$ cat config.mk
export PLATFORM = sky130hd
export DESIGN_NAME = glfg_outq
export DESIGN_NICKNAME = d
export VERILOG_FILES = /design/src/design/glfg_pkg.sv /design/src/design/glfg_outq.sv
export SDC_FILE = /design/constraint.sdc
export NUM_CORES = 1
export LEC_CHECK = 0
export BUFFER_PORTS_ARGS = -buffer_cell sky130_fd_sc_hd__buf_2
export CAP_MARGIN = 25
export CELL_PAD_IN_SITES_DETAIL_PLACEMENT = 1
export CELL_PAD_IN_SITES_GLOBAL_PLACEMENT = 1
export CORE_MARGIN = 3
export CORE_UTILIZATION = 44
export CTS_CLUSTER_DIAMETER = 200
export DETAILED_ROUTE_END_ITERATION = 10
export PLACE_DENSITY = 0.8
export SLEW_MARGIN = 20
export SYNTH_ARGS = -nofsm -noshare
export SYNTH_HDL_FRONTEND = slang
export SYNTH_SLANG_ARGS = --single-unit
$ cat constraint.sdc
create_clock -name clock -period 4.55 [get_ports clock]
set_input_delay 1.365 -clock clock [delete_from_list [all_inputs] [get_ports clock]]
set_output_delay 1.365 -clock clock [all_outputs]
set_load 0.01 [all_outputs]
$ cat src/design/glfg_pkg.sv
// Package for the GPU load frequency governor: widths, codes, register
// defaults and the structs passed between its modules.
// No dependencies.
package glfg_pkg;

   localparam int FREQ_BITS = 20;
   localparam int TICK_BITS = 16;

   // Field widths fixed by the interface.
   localparam int LOAD_BITS  = 7;
   localparam int BUSY_BITS  = 16;
   localparam int HIST_BITS  = 8;
   localparam int CURF_BITS  = 20;
   localparam int REQ_BITS   = 24;
   localparam int DLN_BITS   = 16;

   // Widths actually carried inside the block.
   localparam int CUR_BITS  = (FREQ_BITS < CURF_BITS) ? FREQ_BITS : CURF_BITS;
   localparam int POLL_BITS = (TICK_BITS < 16) ? TICK_BITS : 16;

   // Divide by ten as a multiply by a rounded-up reciprocal; exact for any
   // product of PROD_BITS bits with this shift.
   localparam int PROD_BITS = CUR_BITS + LOAD_BITS;
   localparam int DIV_SHIFT = PROD_BITS + 4;
   localparam int MUL_BITS  = DIV_SHIFT - 3;
   localparam int QUO_BITS  = PROD_BITS - 3;
   localparam longint unsigned DIV_MUL = ((64'd1 << DIV_SHIFT) + 64'd9) / 64'd10;

   localparam logic [REQ_BITS-1:0]  REQ_MAX   = {REQ_BITS{1'b1}};
   localparam logic [LOAD_BITS-1:0] PCT_LIMIT = LOAD_BITS'(100);

   // Register defaults.
   localparam logic [LOAD_BITS-1:0] UP_RESET   = LOAD_BITS'(95);
   localparam logic [LOAD_BITS-1:0] DOWN_RESET = LOAD_BITS'(75);
   localparam logic [HIST_BITS-1:0] HIST_RESET = HIST_BITS'(10);
   localparam logic [POLL_BITS-1:0] POLL_RESET = POLL_BITS'(75);
   localparam logic [DLN_BITS-1:0]  DLN_RESET  = DLN_BITS'(16);

   // Configuration port.
   localparam int CSR_ADDR_BITS = 5;
   localparam int CSR_DATA_BITS = 32;

   // Result queue.
   localparam int OUTQ_DEPTH    = 4;
   localparam int OUTQ_PTR_BITS = 2;
   localparam int OUTQ_CNT_BITS = 3;

   typedef enum logic [1:0] {
      KIND_ACTIVE = 2'd0,
      KIND_FRAME  = 2'd1,
      KIND_TICK   = 2'd2
   } kind_type;

   typedef enum logic [2:0] {
      REG_HIGH_LOAD_PCT  = 3'd0,
      REG_LOW_LOAD_PCT   = 3'd1,
      REG_HISTORY_LENGTH = 3'd2,
      REG_POLL_TICKS     = 3'd3,
      REG_FRAME_DEADLINE = 3'd4,
      REG_FREQ_MAXIMUM   = 3'd5,
      REG_FREQ_MINIMUM   = 3'd6
   } reg_index_type;

   typedef struct packed {
      logic [LOAD_BITS-1:0] high_load_pct;
      logic [LOAD_BITS-1:0] low_load_pct;
      logic [HIST_BITS-1:0] history_length;
      logic [POLL_BITS-1:0] poll_ticks;
      logic [DLN_BITS-1:0]  frame_deadline;
      logic [CUR_BITS-1:0]  freq_maximum;
      logic [CUR_BITS-1:0]  freq_minimum;
   } cfg_type;

   // Outcome of one event: up to two requests, either of which may be the
   // scaled request still to be divided by ten.
   typedef struct packed {
      logic [1:0]           count;
      logic [REQ_BITS-1:0]  val0;
      logic [REQ_BITS-1:0]  val1;
      logic                 scaled0;
      logic                 scaled1;
      logic [PROD_BITS-1:0] product;
   } res_type;

   typedef struct packed {
      logic [REQ_BITS-1:0] freq;
      logic                last;
   } entry_type;

endpackage

$ cat src/design/glfg_outq.sv
// Four-entry result queue of the GPU load frequency governor; takes up to
// two requests a cycle and drives the result channel from its head.
// Depends on glfg_pkg.
module glfg_outq (
   input  logic                          clock,
   input  logic                          reset,
   input  logic                          mid_vld,
   input  logic [1:0]                    push_count,
   input  glfg_pkg::entry_type           entry0,
   input  glfg_pkg::entry_type           entry1,
   output logic                          room,
   output logic                          rsp_tvalid,
   input  logic                          rsp_tready,
   output logic [glfg_pkg::REQ_BITS-1:0] rsp_tdata,
   output logic                          rsp_tlast
);

   glfg_pkg::entry_type                mem_ff [glfg_pkg::OUTQ_DEPTH];
   logic [glfg_pkg::OUTQ_PTR_BITS-1:0] rd_ptr_ff, rd_ptr_in;
   logic [glfg_pkg::OUTQ_PTR_BITS-1:0] wr_ptr_ff, wr_ptr_in;
   logic [glfg_pkg::OUTQ_CNT_BITS-1:0] count_ff, count_in;
   logic [glfg_pkg::OUTQ_CNT_BITS-1:0] after_pop;
   logic [glfg_pkg::OUTQ_PTR_BITS-1:0] wr_next;
   logic                               pop, push;

   assign pop       = rsp_tvalid & rsp_tready;
   assign after_pop = count_ff - glfg_pkg::OUTQ_CNT_BITS'(pop);
   // Room for a two-request event after this cycle's transfer.
   assign room      = after_pop <= glfg_pkg::OUTQ_CNT_BITS'(glfg_pkg::OUTQ_DEPTH - 2);
   assign push      = mid_vld & room;
   assign wr_next   = wr_ptr_ff + glfg_pkg::OUTQ_PTR_BITS'(1);

   always_comb begin
      rd_ptr_in = rd_ptr_ff + glfg_pkg::OUTQ_PTR_BITS'(pop);
      wr_ptr_in = wr_ptr_ff;
      count_in  = after_pop;
      if (push) begin
         wr_ptr_in = wr_ptr_ff + glfg_pkg::OUTQ_PTR_BITS'(push_count);
         count_in  = after_pop + glfg_pkg::OUTQ_CNT_BITS'(push_count);
      end
   end

   always_ff @(posedge clock) begin
      if (reset) begin
         rd_ptr_ff <= '0;
         wr_ptr_ff <= '0;
         count_ff  <= '0;
      end else begin
         rd_ptr_ff <= rd_ptr_in;
         wr_ptr_ff <= wr_ptr_in;
         count_ff  <= count_in;
      end
   end

   always_ff @(posedge clock) begin
      if (push && push_count != 2'd0) begin
         mem_ff[wr_ptr_ff] <= entry0;
      end
      if (push && push_count == 2'd2) begin
         mem_ff[wr_next] <= entry1;
      end
   end

   assign rsp_tvalid = (count_ff != '0);
   assign rsp_tdata  = mem_ff[rd_ptr_ff].freq;
   assign rsp_tlast  = mem_ff[rd_ptr_ff].last;

endmodule

==> results.cfg, run 1 <==
[detailed_routing]
ant_nets = 0
wl_per_cell_um = 21.52
dr.first_iter.drc_count = 164
via_per_inst = 5.544
drc = 0
wl_um = 11550
drt_pass1_iterations = 4
dr_total_vias = 2977

[outcome]
status = finished clean

[timing]
relSlewSlack_pct = 59.88
worstMarginPinSlew_ns = 0.6019
period_minus_slack_ns = 4.089
post-route-period-util_pct = 89.87
finalSetupTns_ns = 0
final_hold_viol_count = 0
rsz0062_at_grt = false
finalSetupViolations = 0
fmax_mhz = 244.6
holdWs_ns = 0.5338
slew_viol_final = 0
skew_ns = 0.005027

[yosys]
synth_cell_types = 33
synth-edff-count = 100
ys_warn_count = 0
synthFlopType = edfxtp_1
post-synth-top-area-cell = edfxtp_1
syn_area_per_cell_um2 = 17.98
synthesis.instances = 300
synth_nets = 362
yosysSeqAreaShare_pct = 58.27
yosys-top-cells-area = edfxtp_1 (56%), mux2_2 (20%), mux4_2 (10%)
ys_ff_latch = 107
syn_area_mm2 = 0.005394
netlist.area_leader.share_pct = 55.67
synthArstFlopShare_pct = 0

[floorplanning]
rows = 39
design.core.area_mm2 = 0.01171
die_x_um = 116.7
initial_core_util_pct = 46.06
die_area_mm2 = 0.01362
ioPinCount = 83
die_h_um = 116.7

[worst_setup_path]
r2r_slack_ns = 1.42
r2r_cells = 8
cp_data_required_time_ns = 3.18
start_kind = input port
rr_startpoint = count_ff[2]$_SDFF_PP0_
cp-end-kind = primary output
cp.arrival_ns = 2.72
worstReg2RegEnd = mem_ff[1][16]$_DFFE_PP_
cp_max_fo = 9
crit_type = in -> out

[global_route]
grt_first_pass_wirelength_um = 17840
grt_max_degree = 26
antenna_found_initial = 0
grt_pass1_vias = 3289
grt-ovfl-total = 0
gr-usage-all-layers_pct = 17.87

[cts]
clk_latency_ns = 0.34
post_cts_buffers = 0
cts_repair_resize_count = 0
clk_pin_slew_ns = 0.07
holdBufCountCts = 0
cts_buffer_depth = 2
cts_buffers = 9
h-tree-depth = 3
ctsRootBufferMaster = clkbuf_16
cts_sinks = 107
cts_tree = built

[pwr]
p_leak_nw = 2.155
p_int_mw = 2.228
power_density_mw_per_mm2 = 508.8
irDropWorstVdd_mv = 0.3367
seq_power_share_pct = 42.1
p_sw_uw = 977.8
pwr-share-clk_pct = 25.3
p_comb_share_pct = 32.6
switching_share_pct = 30.50

[worst_hold_path]
hp-start = rd_ptr_ff[1]$_SDFF_PP0_
min_path_type = reg -> reg
holdPathEnd = rd_ptr_ff[1]$_SDFF_PP0_
whs_path_depth = 2

[cells_and_area]
nFillCells = 1130
utilization_pct = 53.80
area_growth_pct = 16.82
drive_gt1_share_pct = 61.42
multi_input_area_mm2 = 0.002150
antenna-diode-count = 0
seq_area_mm2 = 0.003144
nets = 451

[flow_run]
max-cap-violations = 0

[place]
place.gp.congestion = 0.7594
dp_hpwl_um = 7534
io_buffer_count = 82
critical path: stages:
cell and delay [ns]:
buf_2 0.09, and2_1 0.14, ha_1 0.18, ha_1 0.26, xor2_4 0.41, a21oi_1 0.10, buf_2 0.16
per-layer routing:
metal | wire [µm] | track usage (%) | vias to the layer above
met5 | 0 | 0 | -
met4 | 161 | 6.116 | 0
met3 | 384 | 2.746 | 12
met2 | 6203 | 31.32 | 66
met1 | 4804 | 22.62 | 1512
li1 | - | - | 1387
registers in the layout, indices dropped and copies added, names as in the netlist:
| name | count |
|---|---|
| mem_ff | 100 |
| count_ff | 3 |
| rd_ptr_ff | 2 |
| wr_ptr_ff | 2 |
cell usage after synthesis (4+ instances only):
| master | instances |
|---|---|
| a211oi_1 | 5 |
| buf_2 | 4 |
| buf_6 | 8 |
| dfxtp_1 | 7 |
| edfxtp_1 | 100 |
| ha_1 | 5 |
| inv_1 | 5 |
| mux2_2 | 97 |
| mux4_2 | 25 |
| nor2_1 | 4 |
| nor4_4 | 4 |
layout make-up:
class	count	area share, %
Timing Repair Buffer	94	7.943
Sequential cell	107	49.90
Tap cell	143	2.840
Multi-Input combinational cell	172	34.11
Clock buffer	10	3.634
Inverter	5	0.2979
Clock inverter	6	1.271
power groups by stage:
stage / clock (mW) / sequential (mW) / combinational (mW)
final: 0.810 / 1.35 / 1.05
after global routing: 0.862 / 1.37 / 1.14
after CTS: 0.832 / 1.36 / 1.07
after detailed placement: 0 / 1.38 / 1.07
after global placement: 0 / 1.37 / 1.04
after floorplan: 0 / 1.33 / 0.725
worst max path at each step:
stage                     startpoint                     end  slack, ns
final                     rsp_tready                    room       0.46
after global routing      rsp_tready                    room       0.36
after CTS                 rsp_tready                    room       0.45
after detailed placement  rsp_tready                    room       0.45
after global placement    rsp_tready                    room       0.46
after floorplan           rsp_tready  mem_ff[1][0]$_DFFE_PP_      -0.20
logic make-up after synthesis:
kind of cell             Yosys count  share of synthesized area (%)
AO/OA/AOI/OAI                     14                          1.809
XOR/XNOR                           4                         0.9976
adder cells (fa/ha/maj)            6                          1.531
buffers and inverters             21                          2.668
flip-flops                       107                          58.27
multiplexers                     125                          31.32
AND/OR/NAND/NOR                   23                          3.410
layout by cell type (no fill, tap or decap), types with 2 or more instances in the layout:
cell	synthesis	layout
edfxtp_1	100	100
xnor2_1	2	2
dfxtp_1	7	6
a21oi_1	3	3
bufinv_16	0	2
inv_1	5	5
nand2b_1	3	3
or2_2	2	2
nor2_1	4	4
buf_4	0	12
o21ai_0	2	2
clkinv_1	0	2
mux2_1	3	3
clkbuf_16	0	9
ha_1	5	5
a211oi_4	0	3
mux4_2	25	25
nor4_4	4	4
buf_2	4	82
mux2_2	97	97
nor3_1	2	2
a211oi_1	5	2
nand2_1	3	3
per-stage QoR:
step                power [mW]  std cells  cell area, µm²  setup WS, ns
global route             3.378        537            6301        0.3588
global placement         2.405        521            5992        0.4649
CTS                      3.260        537            6301        0.4474
detailed placement       2.444        521            5992        0.4528
floorplan                2.059        300            5394       -0.1982
finish                   3.206        537            6301        0.4610
Power figures use the tool's default switching activity.
==> inputs of run 2 (changes only) <==
--- a/config.mk
+++ b/config.mk
@@ -5,6 +5,7 @@
 export SDC_FILE = /design/constraint.sdc
 export NUM_CORES = 1
 export LEC_CHECK = 0
+export ABC_CLOCK_PERIOD_IN_PS = 4550
 export BUFFER_PORTS_ARGS = -buffer_cell sky130_fd_sc_hd__buf_2
 export CAP_MARGIN = 25
 export CELL_PAD_IN_SITES_DETAIL_PLACEMENT = 1
@@ -14,6 +15,7 @@
 export CTS_CLUSTER_DIAMETER = 200
 export DETAILED_ROUTE_END_ITERATION = 10
 export PLACE_DENSITY = 0.8
+export REMOVE_ABC_BUFFERS = 1
 export SLEW_MARGIN = 20
 export SYNTH_ARGS = -nofsm -noshare
 export SYNTH_HDL_FRONTEND = slang
==> run 2 against run 1 <==
Sequential share of layout area down 0.15 points; via count is 3.1% higher; sequential power about the same; clock skew is 0.0014 ns higher; worst hold slack better by 0.043 ns; global-route usage is 0.97 points higher.
==> results.cfg, run 2 (synthesis results as in run 1) <==
[outcome]
status = finished clean

[timing]
relSlewSlack_pct = 58.30
finalSetupTns_ns = 0
period_minus_slack_ns = 4.098
rsz0062_at_grt = false
finalSetupViolations = 0
skew_ns = 0.006402
worstMarginPinSlew_ns = 0.6254
fmax_mhz = 244.0
post-route-period-util_pct = 90.06
final_hold_viol_count = 0
slew_viol_final = 0

[cts]
cts_sinks = 107
clk_latency_ns = 0.35
holdBufCountCts = 0
cts_buffer_depth = 2
post_cts_buffers = 0
cts_repair_resize_count = 0
ctsRootBufferMaster = clkbuf_16
h-tree-depth = 3
cts_tree = built
cts_buffers = 9
clk_pin_slew_ns = 0.07

[place]
place_area_mm2 = 0.006052
io_buffer_count = 82
place.gp.congestion = 0.7789
dp_hpwl_um = 8229

[global_route]
gr-usage-all-layers_pct = 18.84
grt_first_pass_wirelength_um = 18770
grt_max_degree = 26
grt-ovfl-total = 0
grt_pass1_vias = 3433
antenna_found_initial = 0

[cells_and_area]
final_common_cell = edfxtp_1
fin_area_mm2 = 0.006320
drive_gt1_share_pct = 62.12
final_cell_mix = edfxtp_1 (100), mux2_2 (97), buf_2 (82), mux4_2 (25), buf_4 (12)
largest_register = mem_ff
nets = 454
area_growth_pct = 17.17
utilization_pct = 53.96
antenna-diode-count = 0
largest_reg_flops = 100
largestRegisters = mem_ff x100, count_ff x3
nFillCells = 1127

[floorplanning]
rows = 39
initial_core_util_pct = 46.06
die_h_um = 116.7
die_x_um = 116.7
ioPinCount = 83
die_area_mm2 = 0.01362
design.core.area_mm2 = 0.01171

[pwr]
power_density_mw_per_mm2 = 497.5
irDropWorstVdd_mv = 0.2738
seq_power_share_pct = 42.7
p_sw_mw = 1.012
p_leak_nw = 2.166
p_comb_share_pct = 34.4
finalPower_mw = 3.144
p_int_mw = 2.132
switching_share_pct = 32.18
pwr-share-clk_pct = 22.9

[detailed_routing]
wl_per_cell_um = 22.40
dr.first_iter.drc_count = 187
drc = 0
dr_total_vias = 3068
wl_um = 12070
via_per_inst = 5.692
drt_pass1_iterations = 4
ant_nets = 0

[worst_setup_path]
crit_type = in -> out
cp_max_fo = 9
start_kind = input port
cp_data_required_time_ns = 3.18
cp.arrival_ns = 2.73
cp-end-kind = primary output

[worst_hold_path]
min_path_type = reg -> reg

[flow_run]
max-cap-violations = 0
## run 2: cell count changes in the layout (fill, tap and decap cells not counted)
cell,previous run,this run
buf_12,0,3
clkbuf_1,1,0
clkinv_1,2,1
clkinv_4,0,2
bufinv_16,2,0
clkinvlp_4,1,0
clkinv_2,1,2
inv_8,0,1
## run 2: per-stage QoR
step	std cells	setup WS [ns]	hold slack (ns)
after floorplan	284	-0.1982	0.5047
after global placement	524	0.4748	0.5703
after CTS	539	0.4384	0.5744
final	539	0.4522	0.5764
after detailed placement	524	0.4402	0.5657
after global routing	539	0.3702	0.6253
## run 2: final timing paths
check	start	endpoint	slack (ns)	cells after the start
worst max-delay path	rsp_tready	room	0.45	7
worst min-delay path	wr_ptr_ff[0]$_SDFFE_PP0N_	wr_ptr_ff[0]$_SDFFE_PP0N_	0.58	2
worst max register to register	count_ff[2]$_SDFF_PP0_	mem_ff[2][18]$_DFFE_PP_	1.43	8
worst min register to register	wr_ptr_ff[0]$_SDFFE_PP0N_	wr_ptr_ff[0]$_SDFFE_PP0N_	0.58	2
## run 2: power by group through the flow
stage               clock (mW)  combinational, mW  sequential, mW
detailed placement           0               1.10            1.37
floorplan                    0              0.653            1.39
CTS                      0.740               1.10            1.35
finish                   0.719               1.08            1.34
global route             0.787               1.18            1.36
global placement             0               1.07            1.36
## run 2: area by class of cell
type                       count  area [µm²]  share of cell area [%]
tap                          143       178.9                   2.831
clock inverter                 6       42.54                  0.6731
inverter                       5       18.77                  0.2970
timing repair buffer          97       560.5                   8.870
clock buffer                   9       225.2                   3.564
multi-input combinational    172        2150                   34.01
sequential                   107        3144                   49.75
## run 2: critical path: stages
cell     delay, ns
buf_2         0.09
and2_1        0.14
ha_1          0.18
ha_1          0.26
xor2_4        0.42
a21oi_1       0.11
buf_2         0.16
## run 2: per-layer routing
layer / GRT usage [%] / vias to the layer above / routed length [µm]
met2: 32.69 / 72 / 6213
li1: - / 1395 / -
met5: 0 / - / 0
met1: 23.26 / 1593 / 5120
met4: 4.281 / 0 / 99
met3: 5.699 / 8 / 637
==> inputs of run 3 (changes only) <==
--- a/config.mk
+++ b/config.mk
@@ -14,6 +14,7 @@
 export CORE_UTILIZATION = 44
 export CTS_CLUSTER_DIAMETER = 200
 export DETAILED_ROUTE_END_ITERATION = 10
+export MAX_ROUTING_LAYER = met4
 export PLACE_DENSITY = 0.8
 export REMOVE_ABC_BUFFERS = 1
 export SLEW_MARGIN = 20
==> run 3 against run 2 <==
Non-clock buffer count stayed put; routed wire length hardly changed; cell area stayed put; via count is 0.26% higher; sequential share of layout area stayed put; combinational power hardly changed; sequential cell count stayed put; largest power group unchanged; highest routed layer unchanged.
==> results.cfg, run 3 (synthesis results as in run 1) <==
[worst_setup_path]
crit_type = in -> out
cp_max_fo = 9
start_kind = input port
cp-end-kind = primary output
cp_data_required_time_ns = 3.18
cp.arrival_ns = 2.73

[cts]
cts_repair_resize_count = 0
cts_buffer_depth = 2
clk_latency_ns = 0.35
holdBufCountCts = 0
post_cts_buffers = 0
h-tree-depth = 3
cts_sinks = 107
cts_buffers = 9
clk_pin_slew_ns = 0.07
cts_tree = built
ctsRootBufferMaster = clkbuf_16

[timing]
slew_viol_final = 0
worstMarginPinSlew_ns = 0.6252
fmax_mhz = 244.0
rsz0062_at_grt = false
skew_ns = 0.006314
finalSetupTns_ns = 0
finalSetupViolations = 0
post-route-period-util_pct = 90.08
final_hold_viol_count = 0
period_minus_slack_ns = 4.099
relSlewSlack_pct = 58.32

[floorplanning]
die_x_um = 116.7
rows = 39
ioPinCount = 83
die_area_mm2 = 0.01362
die_h_um = 116.7
design.core.area_mm2 = 0.01171
initial_core_util_pct = 46.06

[detailed_routing]
wl_um = 12080
dr_total_vias = 3076
dr.first_iter.drc_count = 193
ant_nets = 0
via_per_inst = 5.707
wl_per_cell_um = 22.40
drt_pass1_iterations = 4
drc = 0

[place]
place_area_mm2 = 0.006052
dp_hpwl_um = 8229
io_buffer_count = 82
place.gp.congestion = 0.7896

[cells_and_area]
final_cell_mix = edfxtp_1 (100), mux2_2 (97), buf_2 (82), mux4_2 (25), buf_4 (12)
largest_register = mem_ff
nets = 454
drive_gt1_share_pct = 62.12
antenna-diode-count = 0
final_common_cell = edfxtp_1
seq_area_mm2 = 0.003144
multi_input_area_mm2 = 0.002150
fin_area_mm2 = 0.006320
nFillCells = 1127
largestRegisters = mem_ff x100, count_ff x3
area_growth_pct = 17.17
largest_reg_flops = 100

[pwr]
irDropWorstVdd_mv = 0.2737
p_int_mw = 2.132
switching_share_pct = 32.20
p_sw_mw = 1.013
seq_power_share_pct = 42.7
p_leak_nw = 2.166
pwr-share-clk_pct = 22.9
p_comb_share_pct = 34.4
finalPower_mw = 3.145
power_density_mw_per_mm2 = 497.6

[outcome]
status = finished clean

[global_route]
grt_first_pass_wirelength_um = 18750
grt-ovfl-total = 0
grt_max_degree = 26
antenna_found_initial = 0
gr-usage-all-layers_pct = 19.41
grt_pass1_vias = 3429

[flow_run]
max-cap-violations = 0

[worst_hold_path]
min_path_type = reg -> reg
[run 3: power groups by stage]
stage                     logic (mW)  registers [mW]  clock network, mW
after detailed placement        1.10            1.37                  0
after floorplan                0.653            1.39                  0
final                           1.08            1.34              0.719
after global placement          1.07            1.36                  0
after global routing            1.18            1.36              0.786
after CTS                       1.10            1.35              0.740
[run 3: final timing paths]
kind,from,end,slack (ns),cells past startpoint
max reg2reg,count_ff[2]$_SDFF_PP0_,mem_ff[2][18]$_DFFE_PP_,1.44,8
min reg2reg,wr_ptr_ff[0]$_SDFFE_PP0N_,wr_ptr_ff[0]$_SDFFE_PP0N_,0.58,2
min,wr_ptr_ff[0]$_SDFFE_PP0N_,wr_ptr_ff[0]$_SDFFE_PP0N_,0.58,2
max,rsp_tready,room,0.45,7
[run 3: through the flow]
stage	hold slack (ns)	utilization (%)	setup slack [ns]	std cells
after floorplan	0.5047	-	-0.1982	284
after global placement	0.5703	51.68	0.4748	524
after detailed placement	0.5657	51.68	0.4402	524
after CTS	0.5744	53.96	0.4384	539
after global routing	0.6253	53.96	0.3702	539
final	0.5764	53.96	0.4513	539
[run 3: worst max-delay path: stages]
cell and delay [ns]:
buf_2 0.09, and2_1 0.14, ha_1 0.18, ha_1 0.26, xor2_4 0.42, a21oi_1 0.11, buf_2 0.16
[run 3: layer usage]
metal  wire (µm)  track usage, %  share of wire, %  vias up
met5           0               -                 0        -
met4         111           4.281              0.92        0
met3         590           5.440               4.9       10
met2        6214           32.69                51       74
met1        5158           23.40                43     1597
li1            -               -                 -     1395
[run 3: layout make-up]
cell class / count / area share, %
flip-flops and latches: 107 / 49.75
multi-input cells: 172 / 34.01
repair buffers: 97 / 8.870
clock buffers: 9 / 3.564
well taps: 143 / 2.831
clock inverters: 6 / 0.6731
inverters: 5 / 0.2970
